==> src/ssm_ram.sv <==
`timescale 1ns / 1ps

module ssm_ram #(
  parameter int WIDTH = 8,
  parameter int DEPTH = 16
) (
  input  logic                     clk,
  input  logic                     we,
  input  logic [$clog2(DEPTH)-1:0] waddr,
  input  logic [WIDTH-1:0]         wdata,
  input  logic [$clog2(DEPTH)-1:0] raddr,
  output logic [WIDTH-1:0]         rdata
);

  logic [WIDTH-1:0] mem [DEPTH];

  always_ff @(posedge clk) begin
    if (we) begin
      mem[waddr] <= wdata;
    end
    rdata <= mem[raddr];
  end

endmodule
==> config.mk <==
export PLATFORM = sky130hd
export DESIGN_NAME = ssm_ram
export DESIGN_NICKNAME = d
export VERILOG_FILES = /design/src/ssm_ram.sv
export SDC_FILE = /design/constraint.sdc
export NUM_CORES = 1
export LEC_CHECK = 0
export BUFFER_PORTS_ARGS = -buffer_cell sky130_fd_sc_hd__buf_2
export CELL_PAD_IN_SITES_DETAIL_PLACEMENT = 1
export CELL_PAD_IN_SITES_GLOBAL_PLACEMENT = 2
export CORE_MARGIN = 4
export CORE_UTILIZATION = 50
export CTS_CLUSTER_SIZE = 16
export DETAILED_ROUTE_END_ITERATION = 16
export GPL_ROUTABILITY_DRIVEN = 0
export PLACE_DENSITY = 0.8
export RECOVER_POWER = 100
export SKIP_LAST_GASP = 1
export SYNTH_ARGS = -nofsm -noshare
export SYNTH_HDL_FRONTEND = slang
export SYNTH_SLANG_ARGS = --single-unit
==> constraint.sdc <==
create_clock -name clk -period 5 [get_ports clk]
set_clock_uncertainty 0.15 [all_clocks]
set_input_delay 0.25 -clock clk [delete_from_list [all_inputs] [get_ports clk]]
set_output_delay 0.25 -clock clk [all_outputs]
set_load 0.01 [all_outputs]
# Word level (Yosys, flattened, before mapping)
# Memories as Yosys holds them, arrays and structs flattened. A register that Yosys moved wholly into a read port is not among the register bits.
# Cells that the tools add are included.
# word_totals
register_bits	0
ram_bits	128
input_bits	18
output_inout_bits	8
word_cells	3
n_memories	1
# classes
mux	2
# memory_table
name	words	width	read_ports	rd_ports_with_merged_regs	write_ports	line	source
mem	16	8	1	1	1	15	logic [WIDTH-1:0] mem [DEPTH];
# op_table
operator	count
$mux 1	2

# Logic depth before layout (Yosys ltp)
# logic_depth
word_depth	2
ltp_mapped	5
mapped_depth_nobuf	3

# Worst setup path after synthesis
# No wires, ideal clock.
# synth_timing
path_kind	in2reg
from	input waddr[2]
to	memory mem[0][0], enable pin
setup_time_ns	0.383
t_arrival_ns	1.360
required_time_ns	4.467
slack_ns	3.107
cell_stages	2
path_buffers	0
cell_sequence	or3b_2 > nor3_1
# synth_rtl
element	line	source
start: declaration	9	input logic [$clog2(DEPTH)-1:0] waddr,
end: declaration	15	
# Straight into the memory's write port.

==> results.sh <==
export IMPL_synth_xor_area_frac=0
export IMPL_clock_path_buffers=2
export IMPL_max_cap_violations=1
export IMPL_postCtsHoldBufs=8
export IMPL_drtAntennaViolNets=0
export IMPL_hpwlAfterDp_um=6349
export IMPL_floorplan_initialDensity=0.5194
export IMPL_swShare=0.2059
export IMPL_cts_resized=0
export IMPL_grt_pass1_vias=2621
export IMPL_leakage_nw=1.941
export IMPL_routedWlPerCell_um=25.14
export IMPL_nets=291
export IMPL_die_area_mm2=0.01198
export IMPL_avgSynthCellArea_um2=22.48
export IMPL_violations="capacitance limit, slew limit"
export IMPL_muxShareOfSynthArea=0.1502
export IMPL_synth_area_top_cells="edfxtp_1 (75%), mux4_2 (7.9%), mux4_1 (7.1%)"
export IMPL_switchingPower_uw=524.8
export IMPL_post_cts_buffers=0
export IMPL_drcViolationCount=0
export IMPL_vias_per_cell=5.819
export IMPL_start_kind="primary input"
export IMPL_min_period_ns=2.928
export IMPL_overflow=0
export IMPL_synth_nets=247
export IMPL_row_count=36
export IMPL_status="complete, but fails checks"
export IMPL_layout_common_cells="edfxtp_1 (128), clkbuf_1 (23), mux4_2 (18)"
export IMPL_synth_cells=229
export IMPL_synth_seq_cells=136
export IMPL_antennaDiodeCount=0
export IMPL_die_w_um=109.5
export IMPL_p_int_mw=2.024
export IMPL_drt_iter0_markers=180
export IMPL_setup_violations=0
export IMPL_grt_first_pass_wirelength_um=16360
export IMPL_cp_startpoint="raddr[0]"
export IMPL_grt_max_degree=33
export IMPL_hp_start="raddr[3]"
export IMPL_relSlewSlack=-0.6760
export IMPL_wl_um=10530
export IMPL_r2r_start="mem[1][5]$_DFFE_PP_"
export IMPL_tightestPinTransition_ns=2.514
export IMPL_synth_top_family_by_area="multiplexers"
export IMPL_clock_latency_ns=0.51
export IMPL_synth_fa_ha_area_frac=0
export IMPL_syn2layout_area_growth_pct=15.92
export IMPL_clk_pin_slew_worst_paths_ns=0.06
export IMPL_power_frac_comb=0.045
export IMPL_clkPwrFrac=0.451
export IMPL_rsz0062_at_grt="false"
export IMPL_required_ns=5.24
export IMPL_ioPinCount=26
export IMPL_sequentialPowerShare=0.504
export IMPL_ys_seq_area_frac=0.7778
export IMPL_die_h_um=109.5
export IMPL_synth_cell_type_count=19
export IMPL_slew_viol_final=33
export IMPL_vias=2438
export IMPL_synth_simple_area_share=0.03184
export IMPL_place_inst=379
export IMPL_port_buffers=25
export IMPL_yosysTopAreaCellShare=0.7467
export IMPL_critPathKind="primary input to flop"
export IMPL_yosysWarnings=0
export IMPL_synth_area_leader_cell="edfxtp_1"
export IMPL_layout_commonest_cell="edfxtp_1"
export IMPL_h_tree_depth=4
export IMPL_ir_worst_vdd_v=0.0002080
export IMPL_critical_path_max_fanout=32
export IMPL_synth_area_mm2=0.005147
export IMPL_antenna_found_initial=0
export IMPL_timing_critical_path_to_type="flop"
export IMPL_finalHoldViolCount=0
export IMPL_worst_hold_path_type="primary input to flop"
export IMPL_dr_pass1_iters=4
export IMPL_grt_usage=0.2008
export IMPL_power_density_mw_per_mm2=427.2
export IMPL_synth_compound_area_share=0.02333
export IMPL_drive_gt1_frac=0.1853
export IMPL_worstPathArrival_ns=3.17
export IMPL_core_area_mm2=0.009910
export IMPL_tns_ns=0
export IMPL_clock_sinks=136
export IMPL_cts_root_buf="clkbuf_8"
export IMPL_fin_cells=419
export IMPL_fin_crit_sh=0.5857
export IMPL_cts_tree="built"
export IMPL_numCtsBuffers=17
export IMPL_max_freq_mhz=341.5
## cell usage after synthesis
cell and n:
mux4_2 18, nor2_1 13, or3b_2 1, dfxtp_1 8, buf_2 3, nand3b_1 2, nor2b_1 1, mux4_1 14
nand3_1 1, edfxtp_1 128, nand2_1 9, buf_4 1, clkdlybuf4s25_2 3, nand2b_1 2, and2b_1 1, buf_6 3
nor3_1 4, a22oi_1 16, and2_1 1
## per-layer routing
layer | GRT usage | part of all wire | vias to the layer above
met1 | 0.2877 | 0.43 | 1274
met2 | 0.3108 | 0.50 | 91
met4 | 0.06679 | 0.010 | 0
li1 | - | - | 1062
met3 | 0.04463 | 0.059 | 11
met5 | 0 | 0 | -
## per-stage QoR
stage          area [um^2]  setup slack [ns]  utilization  power, mW  hold WS [ns]
4_1_cts               6005             3.066       0.6059      2.574       0.07367
3_5_place_dp          5373             2.539       0.5422      1.423        0.4997
3_3_place_gp          5373             2.561       0.5422      1.416        0.4826
2_1_floorplan         5147             3.107            -      1.372        0.1989
5_1_grt               5967             1.838       0.6021      2.648        0.1989
6_report              5967             2.072       0.6021      2.549        0.1767
## worst max-delay path, cell delays in order
cell and delay [ns]:
clkbuf_1 1.75, mux4_1 0.75, a22oi_1 0.30, nand2_1 0.08
## final cells by class
type                            instances  area [um^2]
Fill cell                             840         3943
Multi-Input combinational cell         83         1057
Tap cell                              133        166.4
Clock inverter                         14        133.9
Clock buffer                           18        417.9
Sequential cell                       136         4004
Timing Repair Buffer                   35        187.7
## flip-flops by register name, summed over array words and instances (netlist names)
| name | flops |
|---|---|
| mem | 128 |
| rdata | 8 |
## power by group through the flow
| stage | Clock, mW | Combinational, mW | Sequential (mW) |
|---|---|---|---|
| global route | 1.23 | 0.127 | 1.29 |
| finish | 1.15 | 0.115 | 1.28 |
| CTS | 1.17 | 0.121 | 1.28 |
| global placement | 0 | 0.111 | 1.31 |
| detailed placement | 0 | 0.116 | 1.31 |
| floorplan | 0 | 0.0647 | 1.31 |
## path summary, 6_finish.rpt
check	endpoint	slack [ns]	cells past startpoint
worst max-delay path	rdata[5]$_DFF_P_	2.07	4
worst min-delay path	rdata[4]$_DFF_P_	0.18	4
worst min register to register	rdata[0]$_DFF_P_	0.53	3
worst max register to register	rdata[5]$_DFF_P_	3.43	3
## cell families (layout without fill, tap and decap cells)
logic type | Yosys count | count (layout)
flops | 136 | 136
buf+inv | 10 | 67
simple gates | 35 | 35
compound gates | 16 | 16
mux | 32 | 32
No activity file was read; power rests on OpenSTA's default activity.
